==> config.mk <==
export PLATFORM = sky130hd
export DESIGN_NAME = packed_yuv_to_rgb_converter_top
export DESIGN_NICKNAME = d
export VERILOG_FILES = /design/src/design/pyr_pkg.sv /design/src/design/pyr_front.sv /design/src/design/pyr_fifo.sv /design/src/design/pyr_back.sv /design/src/design/packed_yuv_to_rgb_converter_top.sv
export VERILOG_INCLUDE_DIRS = /design/src /design/src/design
export SDC_FILE = /design/constraint.sdc
export NUM_CORES = 1
export LEC_CHECK = 0
export BUFFER_PORTS_ARGS = -buffer_cell sky130_fd_sc_hd__buf_4
export CELL_PAD_IN_SITES_DETAIL_PLACEMENT = 0
export CELL_PAD_IN_SITES_GLOBAL_PLACEMENT = 1
export CORE_UTILIZATION = 29
export CTS_CLUSTER_SIZE = 25
export DETAILED_ROUTE_END_ITERATION = 8
export HOLD_SLACK_MARGIN = 0.12
export PLACE_DENSITY_LB_ADDON = 0.1
export SLEW_MARGIN = 0
export SYNTH_ARGS = -nofsm -noshare
export SYNTH_HDL_FRONTEND = slang
export SYNTH_HIERARCHICAL = 1
export SYNTH_SLANG_ARGS = --single-unit
==> constraint.sdc <==
create_clock -name clk_i -period 8.9 [get_ports clk_i]
set_clock_uncertainty 0.15 [all_clocks]
set_input_delay 0.445 -clock clk_i [delete_from_list [all_inputs] [get_ports clk_i]]
set_output_delay 0.445 -clock clk_i [all_outputs]
set_load 0.03 [all_outputs]
==> src/design/packed_yuv_to_rgb_converter_top_defines.svh <==
// assertion macros shared by the design files
`ifndef PACKED_YUV_TO_RGB_CONVERTER_TOP_DEFINES_SVH
`define PACKED_YUV_TO_RGB_CONVERTER_TOP_DEFINES_SVH

// same-cycle implication
`define PYR_ASSERT_NOW(lbl, ante, cons, msg) \
  lbl: assert property (@(posedge clk_i) disable iff (!rst_ni) (ante) |-> (cons)) \
    else $error(msg);

// next-cycle implication
`define PYR_ASSERT_NEXT(lbl, ante, cons, msg) \
  lbl: assert property (@(posedge clk_i) disable iff (!rst_ni) (ante) |=> (cons)) \
    else $error(msg);

`endif

==> src/design/pyr_pkg.sv <==
package pyr_pkg;

  typedef enum logic [1:0] {
    FmtYuyv = 2'd0,
    FmtUyvy = 2'd1,
    FmtY411 = 2'd2
  } fmt_e;

  typedef enum logic [2:0] {
    SlotY0 = 3'd0,
    SlotY1 = 3'd1,
    SlotY2 = 3'd2,
    SlotY3 = 3'd3,
    SlotU  = 3'd4,
    SlotV  = 3'd5
  } slot_e;

  typedef struct packed {
    logic [7:0] stream_byte;
    logic       frame_last;
  } byte_t;

  typedef struct packed {
    logic [7:0] red;
    logic [7:0] green;
    logic [7:0] blue;
    logic       group_end;
    logic       frame_end;
  } pix_t;

  typedef struct packed {
    logic [3:0][7:0] luma;
    logic [7:0]      u;
    logic [7:0]      v;
    logic            quad;
    logic            frame_last;
  } grp_t;

  typedef logic signed [8:0] off_t;
  typedef off_t [255:0] off_tab_t;

  localparam int CoefRv    = 14075;
  localparam int CoefGu    = 3455;
  localparam int CoefGv    = 7169;
  localparam int CoefBu    = 17790;
  localparam int CoefScale = 10000;

  // rounded chroma offset per byte value, half away from zero
  function automatic off_tab_t build_tab(int coef);
    off_tab_t t;
    int d;
    int p;
    int r;
    for (int i = 0; i < 256; i++) begin
      d = i - 128;
      p = coef * d;
      if (p >= 0) begin
        r = (p + CoefScale / 2) / CoefScale;
      end else begin
        r = -((-p + CoefScale / 2) / CoefScale);
      end
      t[i] = off_t'(r);
    end
    return t;
  endfunction

  localparam off_tab_t RvTab = build_tab(CoefRv);
  localparam off_tab_t GuTab = build_tab(CoefGu);
  localparam off_tab_t GvTab = build_tab(CoefGv);
  localparam off_tab_t BuTab = build_tab(CoefBu);

  function automatic slot_e slot_kind(logic [1:0] fmt, logic [2:0] pos);
    slot_e k;
    k = SlotY0;
    if (fmt == FmtY411) begin
      unique case (pos)
        3'd0: k = SlotU;
        3'd1: k = SlotY0;
        3'd2: k = SlotY1;
        3'd3: k = SlotV;
        3'd4: k = SlotY2;
        3'd5: k = SlotY3;
        default: k = SlotU;
      endcase
    end else if (fmt == FmtUyvy) begin
      unique case (pos[1:0])
        2'd0: k = SlotU;
        2'd1: k = SlotY0;
        2'd2: k = SlotV;
        2'd3: k = SlotY1;
        default: k = SlotU;
      endcase
    end else begin
      unique case (pos[1:0])
        2'd0: k = SlotY0;
        2'd1: k = SlotU;
        2'd2: k = SlotY1;
        2'd3: k = SlotV;
        default: k = SlotY0;
      endcase
    end
    return k;
  endfunction

  function automatic logic [7:0] sat8(logic signed [9:0] v);
    logic [7:0] r;
    if (v < 10'sd0) begin
      r = 8'd0;
    end else if (v > 10'sd255) begin
      r = 8'd255;
    end else begin
      r = v[7:0];
    end
    return r;
  endfunction

endpackage

==> src/design/pyr_front.sv <==
module pyr_front (
  input  logic          clk_i,
  input  logic          rst_ni,
  input  logic          cfg_we_i,
  input  logic [1:0]    cfg_data_i,
  input  logic          in_valid_i,
  output logic          in_ready_o,
  input  pyr_pkg::byte_t in_data_i,
  output logic          push_o,
  output pyr_pkg::grp_t push_data_o,
  input  logic          full_i
);
  import pyr_pkg::*;

  logic [1:0]      fmt_q;
  logic [2:0]      pos_q;
  logic [2:0]      pos_eff;
  logic [2:0]      last_pos;
  logic            quad;
  logic            completes;
  logic            accept;
  slot_e           kind;
  logic [3:0][7:0] luma_q, luma_d;
  logic [7:0]      u_q, u_d;
  logic [7:0]      v_q, v_d;

  assign quad      = (fmt_q == FmtY411);
  assign last_pos  = quad ? 3'd5 : 3'd3;
  assign pos_eff   = (pos_q > last_pos) ? 3'd0 : pos_q;
  assign completes = (pos_eff == last_pos);
  assign kind      = slot_kind(fmt_q, pos_eff);

  assign in_ready_o = !(full_i && completes);
  assign accept     = in_valid_i && in_ready_o;
  assign push_o     = accept && completes;

  always_comb begin
    luma_d = luma_q;
    u_d    = u_q;
    v_d    = v_q;
    unique case (kind)
      SlotU:   u_d = in_data_i.stream_byte;
      SlotV:   v_d = in_data_i.stream_byte;
      default: luma_d[kind[1:0]] = in_data_i.stream_byte;
    endcase
  end

  assign push_data_o.luma       = luma_d;
  assign push_data_o.u          = u_d;
  assign push_data_o.v          = v_d;
  assign push_data_o.quad       = quad;
  assign push_data_o.frame_last = in_data_i.frame_last;

  always_ff @(posedge clk_i or negedge rst_ni) begin
    if (!rst_ni) begin
      fmt_q <= FmtYuyv;
      pos_q <= 3'd0;
    end else if (cfg_we_i) begin
      fmt_q <= cfg_data_i;
      pos_q <= 3'd0;
    end else if (accept) begin
      pos_q <= (completes || in_data_i.frame_last) ? 3'd0 : pos_eff + 3'd1;
    end
  end

  always_ff @(posedge clk_i) begin
    if (accept) begin
      luma_q <= luma_d;
      u_q    <= u_d;
      v_q    <= v_d;
    end
  end

endmodule

==> src/design/pyr_fifo.sv <==
`include "packed_yuv_to_rgb_converter_top_defines.svh"

module pyr_fifo #(
  parameter int Depth = 2
) (
  input  logic          clk_i,
  input  logic          rst_ni,
  input  logic          push_i,
  input  pyr_pkg::grp_t push_data_i,
  output logic          full_o,
  input  logic          pop_i,
  output logic          empty_o,
  output pyr_pkg::grp_t pop_data_o
);
  import pyr_pkg::*;

  localparam int IdxW = $clog2(Depth);
  localparam int CntW = $clog2(Depth + 1);

  grp_t            mem_q [Depth];
  logic [IdxW-1:0] wr_q, rd_q;
  logic [CntW-1:0] cnt_q;

  assign full_o     = (cnt_q == CntW'(Depth));
  assign empty_o    = (cnt_q == '0);
  assign pop_data_o = mem_q[rd_q];

  always_ff @(posedge clk_i or negedge rst_ni) begin
    if (!rst_ni) begin
      wr_q  <= '0;
      rd_q  <= '0;
      cnt_q <= '0;
    end else begin
      if (push_i) begin
        wr_q <= (wr_q == IdxW'(Depth - 1)) ? '0 : wr_q + IdxW'(1);
      end
      if (pop_i) begin
        rd_q <= (rd_q == IdxW'(Depth - 1)) ? '0 : rd_q + IdxW'(1);
      end
      if (push_i && !pop_i) begin
        cnt_q <= cnt_q + CntW'(1);
      end else if (pop_i && !push_i) begin
        cnt_q <= cnt_q - CntW'(1);
      end
    end
  end

  always_ff @(posedge clk_i) begin
    if (push_i) begin
      mem_q[wr_q] <= push_data_i;
    end
  end

  `PYR_ASSERT_NOW(a_no_overflow, push_i, !full_o, "group pushed into full queue")
  `PYR_ASSERT_NOW(a_no_underflow, pop_i, !empty_o, "group popped from empty queue")

endmodule

==> src/design/pyr_back.sv <==
`include "packed_yuv_to_rgb_converter_top_defines.svh"

module pyr_back (
  input  logic          clk_i,
  input  logic          rst_ni,
  input  logic          q_valid_i,
  input  pyr_pkg::grp_t q_data_i,
  output logic          q_pop_o,
  output logic          out_valid_o,
  input  logic          out_ready_i,
  output pyr_pkg::pix_t out_data_o
);
  import pyr_pkg::*;

  logic              grp_valid_q;
  grp_t              grp_q;
  logic [1:0]        pix_q;
  off_t              roff_q, boff_q;
  logic signed [9:0] goff_q;
  logic              out_valid_q;
  pix_t              out_q;
  logic              emit;
  logic              last_pix;
  logic              load;
  logic signed [9:0] y_s;
  pix_t              pix;

  assign emit     = grp_valid_q && (!out_valid_q || out_ready_i);
  assign last_pix = grp_q.quad ? (pix_q == 2'd3) : (pix_q == 2'd1);
  assign load     = q_valid_i && (!grp_valid_q || (emit && last_pix));
  assign q_pop_o  = load;

  assign y_s             = {2'b00, grp_q.luma[pix_q]};
  assign pix.red         = sat8(y_s + 10'(roff_q));
  assign pix.green       = sat8(y_s - goff_q);
  assign pix.blue        = sat8(y_s + 10'(boff_q));
  assign pix.group_end   = last_pix;
  assign pix.frame_end   = last_pix && grp_q.frame_last;

  always_ff @(posedge clk_i or negedge rst_ni) begin
    if (!rst_ni) begin
      grp_valid_q <= 1'b0;
      pix_q       <= 2'd0;
      out_valid_q <= 1'b0;
    end else begin
      if (load) begin
        grp_valid_q <= 1'b1;
        pix_q       <= 2'd0;
      end else if (emit) begin
        if (last_pix) begin
          grp_valid_q <= 1'b0;
        end
        pix_q <= pix_q + 2'd1;
      end
      if (emit) begin
        out_valid_q <= 1'b1;
      end else if (out_ready_i) begin
        out_valid_q <= 1'b0;
      end
    end
  end

  always_ff @(posedge clk_i) begin
    if (load) begin
      grp_q  <= q_data_i;
      roff_q <= RvTab[q_data_i.v];
      boff_q <= BuTab[q_data_i.u];
      goff_q <= 10'(GuTab[q_data_i.u]) + 10'(GvTab[q_data_i.v]);
    end
    if (emit) begin
      out_q <= pix;
    end
  end

  assign out_valid_o = out_valid_q;
  assign out_data_o  = out_q;

  `PYR_ASSERT_NEXT(a_load_restarts, load, pix_q == 2'd0, "pixel index not cleared on load")
  `PYR_ASSERT_NOW(a_pair_index, grp_valid_q && !grp_q.quad, pix_q[1] == 1'b0,
                  "pixel index beyond a two-pixel group")
  `PYR_ASSERT_NOW(a_frame_on_group, out_valid_o && out_data_o.frame_end,
                  out_data_o.group_end, "frame end off the last pixel of a group")

endmodule

==> src/design/packed_yuv_to_rgb_converter_top.sv <==
// channel | dir | handshake                | payload
// cfg     | in  | cfg_we_i                 | cfg_data_i (packing format)
// in      | in  | in_valid_i / in_ready_o  | in_data_i (stream byte, frame last)
// out     | out | out_valid_o / out_ready_i| out_data_o (rgb, group end, frame end)
// one byte per cycle in while in_ready_o is high, one pixel per cycle out while
// out_ready_i is high; a group of 4 bytes (6 for Y411) yields 2 pixels (4) through
// the queue, group and output registers; the pixel emitter sets the output rate
// reset clears the format to YUYV and the group position; no clearing pass
// bytes keep flowing while the group queue has room; a full queue stalls
// only the byte that completes a group
module packed_yuv_to_rgb_converter_top #(
  parameter int QueueDepth = 2
) (
  input  logic           clk_i,
  input  logic           rst_ni,
  input  logic           cfg_we_i,
  input  logic [1:0]     cfg_data_i,
  input  logic           in_valid_i,
  output logic           in_ready_o,
  input  pyr_pkg::byte_t in_data_i,
  output logic           out_valid_o,
  input  logic           out_ready_i,
  output pyr_pkg::pix_t  out_data_o
);
  import pyr_pkg::*;

  logic push;
  grp_t push_data;
  logic full;
  logic pop;
  logic empty;
  grp_t pop_data;

  pyr_front u_front (
    .clk_i       (clk_i),
    .rst_ni      (rst_ni),
    .cfg_we_i    (cfg_we_i),
    .cfg_data_i  (cfg_data_i),
    .in_valid_i  (in_valid_i),
    .in_ready_o  (in_ready_o),
    .in_data_i   (in_data_i),
    .push_o      (push),
    .push_data_o (push_data),
    .full_i      (full)
  );

  pyr_fifo #(
    .Depth (QueueDepth)
  ) u_fifo (
    .clk_i       (clk_i),
    .rst_ni      (rst_ni),
    .push_i      (push),
    .push_data_i (push_data),
    .full_o      (full),
    .pop_i       (pop),
    .empty_o     (empty),
    .pop_data_o  (pop_data)
  );

  pyr_back u_back (
    .clk_i       (clk_i),
    .rst_ni      (rst_ni),
    .q_valid_i   (!empty),
    .q_data_i    (pop_data),
    .q_pop_o     (pop),
    .out_valid_o (out_valid_o),
    .out_ready_i (out_ready_i),
    .out_data_o  (out_data_o)
  );

endmodule
==> results.toml <==
[global_routing]
grt_use_met1_pct = 24.7
grt_usage_pct = 17.9
grt_pass1_wl_um = 84900
top_usage_layer = "met2"
grt_use_met2_pct = 29.8
antenna_found_initial = 0
grt_pass1_vias = 13600
use_met3_pct = 1.86
grt_start_max_net_pins = 73
overflow = 0

[detailed_routing]
dr.pass1.iters = 6
routed_wl_um = 55400
routed-via-count = 13800
drtIter0Drc = 1181
ant_nets = 0
wire_per_inst_um = 22.5
via_per_inst = 5.59
drc_errors = 0

[worst_setup_path]
endpoint_kind = "flop"
r2r_end = "u_back/goff_q[8]"
worstSetupPathType = "reg2reg"
crit_path_start_kind = "flop"
cp_slowest_cell = "dfrtp_4"
worst-r2r-setup-slack_ps = 2600
path_cells = "mux2_4 -> inv_2 -> ha_1 -> and2_1 -> a22oi_1 -> a21oi_1 -> a2111oi_0 -> o32ai_1 -> ha_1 -> inv_1 -> fa_1 -> nor2b_1 -> o21ai_0 -> a21boi_0 -> o21ai_0 -> a21boi_0 -> o21ai_0"
reg2reg_depth = 17
worstPathArrival_ps = 6460
path_buf_inv = 2
cp_slowest_stage_delay_ps = 1110
cp_common_cell = "o21ai_0"
crit_family = "compound AO/OA/AOI/OAI gates"
cp_max_fo = 51
r2r-start = "u_fifo/rd_q"
crit_required_ps = 9060

[timing]
max-slew-margin-rel_pct = 28.2
setup_viol = 0
fin_crit_sh_pct = 70.8
hold_violations = 0
fmax_ghz = 0.159
slew_viol_final = 0
fin_setup_tns_ps = 0
worst_pin_slew_ps = 1080
rsz0062_at_grt = "no"
fin_crit_ps = 6300

[logic_synthesis]
synth_mux_area_share_pct = 10.7
synth-main-ff-cell = "edfxtp_1"
synth_edf_count = 236
async_reset_ff_share_pct = 5.22
syn_nets = 1782
synth_compound_area_share_pct = 21.7
synthCells = 1704
synth_cell_types = 103
netlist_area_um2 = 17500
synth_top_family_by_area = "compound AO/OA/AOI/OAI gates"
synthXorXnorAreaFrac_pct = 2.19
ys_warn_count = 6
synth_simple_gate_area_share_pct = 13.1
synth_area_per_cell_um2 = 10.3
synthAdderAreaFrac_pct = 4.59
ys_ff_latch = 249
yosysSeqAreaShare_pct = 42.2

[min_path]
hold_end = "u_fifo/mem_q[1][39]"
hold_depth = 2
hold_class = "in2reg"
hold_start = "in_data_i[6]"

[die]
rows = 89
dieWidth_um = 248
start_util_pct = 29.6
io_pins = 44
dieArea_um2 = 61500
fp.dieH_um = 248
coreArea_um2 = 59400

[status]
status = "completed"

[final_layout]
final_cell_mix = "edfxtp_1 (236), a21oi_1 (146), nor2_1 (119), nand2_1 (116), o21ai_0 (110)"
layout.cells.non_filler = 2464
final_common_cell = "edfxtp_1"
fin_util_pct = 32.5
diodes = 0
syn_to_final_growth_pct = 9.94
layout-drive-gt1-share_pct = 15.6
nets = 1749

[clocking]
ctsResizeCount = 0
postCtsSetupRepairBufs = 0
numCtsBuffers = 29
cts_max_level = 1
clock_sinks = 249
cts_root_buf = "clkbuf_16"
tritoncts = "done"
path_clk_slew_ps = 60
max-clock-path-buffers = 3
worstSkewPairLatency_ps = 580

[place]
gp_congestion = 0.828
port-buffer-count = 43
dpl.cell_count = 2401
dpl.hpwl_um = 36200

[flow_run]
max-cap-violations = 0

[power]
p_leak_nw = 6.82
p_clk_share_pct = 17.6
vdd_drop_max_mv = 0.154
powerDensity_nw_per_um2 = 353
p_switching_w = 0.00300
seq_power_share_pct = 26.5
swShare_pct = 44.1
pwr-share-comb_pct = 55.9
p_int_w = 0.00381
logic make-up after synthesis:
family | Yosys count
flops | 249
buf+inv | 188
compound gates | 566
xor+xnor | 43
simple gates | 462
mux | 134
fa+ha+maj | 62
synthesized netlist by cell type (all sizes together) (15+ instances only):
master	number	area, µm²
a21oi	148	756
mux4	17	383
o22ai	21	138
a21o	15	113
inv	49	184
edfxtp	236	7090
nor3	28	151
clkbuf	44	166
a31oi	31	215
nand2	117	442
nand2b	52	335
ha	58	726
nor2b	41	259
xnor2	27	236
nand3	32	160
mux2	105	1370
o211ai	40	338
a211oi	25	193
xor2	16	148
nor2	121	459
buf	93	607
o21a	16	120
o21ai	125	641
worst max-delay path by stage:
stage                     from          endpoint  slack (ps)  cells after the start
2_1_floorplan  u_back/pix_q[1]   u_fifo/cnt_q[1]        3870                     10
4_1_cts            u_fifo/rd_q  u_back/goff_q[8]        2460                     17
5_1_grt            u_fifo/rd_q  u_back/goff_q[8]        1940                     17
6_report           u_fifo/rd_q  u_back/goff_q[8]        2600                     17
3_3_place_gp       u_fifo/rd_q  u_back/goff_q[8]        2590                     17
3_5_place_dp       u_fifo/rd_q  u_back/goff_q[8]        2480                     17
timing repair:
item                                    4_1_cts  5_1_grt
hold endpoints to repair                     44        0
endpoints found under the setup margin        0        0
hold buffers                                 12        0
per-layer routing:
metal | wire, µm | part of all wire, % | vias up
met2 | 26000 | 47 | 391
met4 | 1190 | 2.1 | 0
met3 | 2410 | 4.3 | 88
met5 | 0 | 0 | -
met1 | 25900 | 47 | 6847
li1 | - | - | 6438
power by group through the flow:
stage	Sequential [W]	Combinational, W	Clock (W)
after CTS	0.00182	0.00380	0.00125
after detailed placement	0.00184	0.00378	0
after global routing	0.00184	0.00420	0.00128
after global placement	0.00184	0.00384	0
after floorplan	0.00185	0.00280	0
final	0.00181	0.00381	0.00120
state kept, by name, indices dropped and copies added (netlist names):
register and count:
u_back/pix_q 2, u_fifo/mem_q 100, u_back/grp_valid_q 1, u_back/roff_q 9, u_fifo/rd_q 1, u_front/v_q 8, u_back/grp_q 34, u_back/boff_q 9
u_back/goff_q 10, u_fifo/wr_q 1, u_front/pos_q 3, u_front/fmt_q 2, u_back/out_valid_o 1, u_front/u_q 8, u_back/out_data_o 26, u_fifo/cnt_q 2
u_front/luma_q 32
worst reg2reg max path, stage by stage (launching register included):
cell	delay, ps
dfrtp_4	1110
mux2_4	590
inv_2	220
ha_1	950
and2_1	400
a22oi_1	140
a21oi_1	240
a2111oi_0	100
o32ai_1	480
ha_1	260
inv_1	50
fa_1	390
nor2b_1	120
o21ai_0	110
a21boi_0	250
o21ai_0	120
a21boi_0	230
o21ai_0	130
per-stage QoR:
| stage | setup slack [ps] | power (W) | hold WS [ps] | area, µm² |
|---|---|---|---|---|
| 3_5_place_dp | 2480 | 0.00562 | 160 | 18200 |
| 2_1_floorplan | 3870 | 0.00465 | -0.591 | 17500 |
| 4_1_cts | 2460 | 0.00688 | 135 | 19300 |
| 6_report | 2600 | 0.00681 | 172 | 19300 |
| 3_3_place_gp | 2590 | 0.00568 | 158 | 18200 |
| 5_1_grt | 1940 | 0.00732 | 139 | 19300 |
cell type report:
class	instances	area (µm²)
Tap cell	773	967
Fill cell	6062	40100
Timing Repair Buffer	73	578
Clock inverter	17	206
Sequential cell	249	7420
Inverter	51	191
Clock buffer	34	744
Multi-Input combinational cell	1267	9190
No activity file was read; power rests on OpenSTA's default activity.
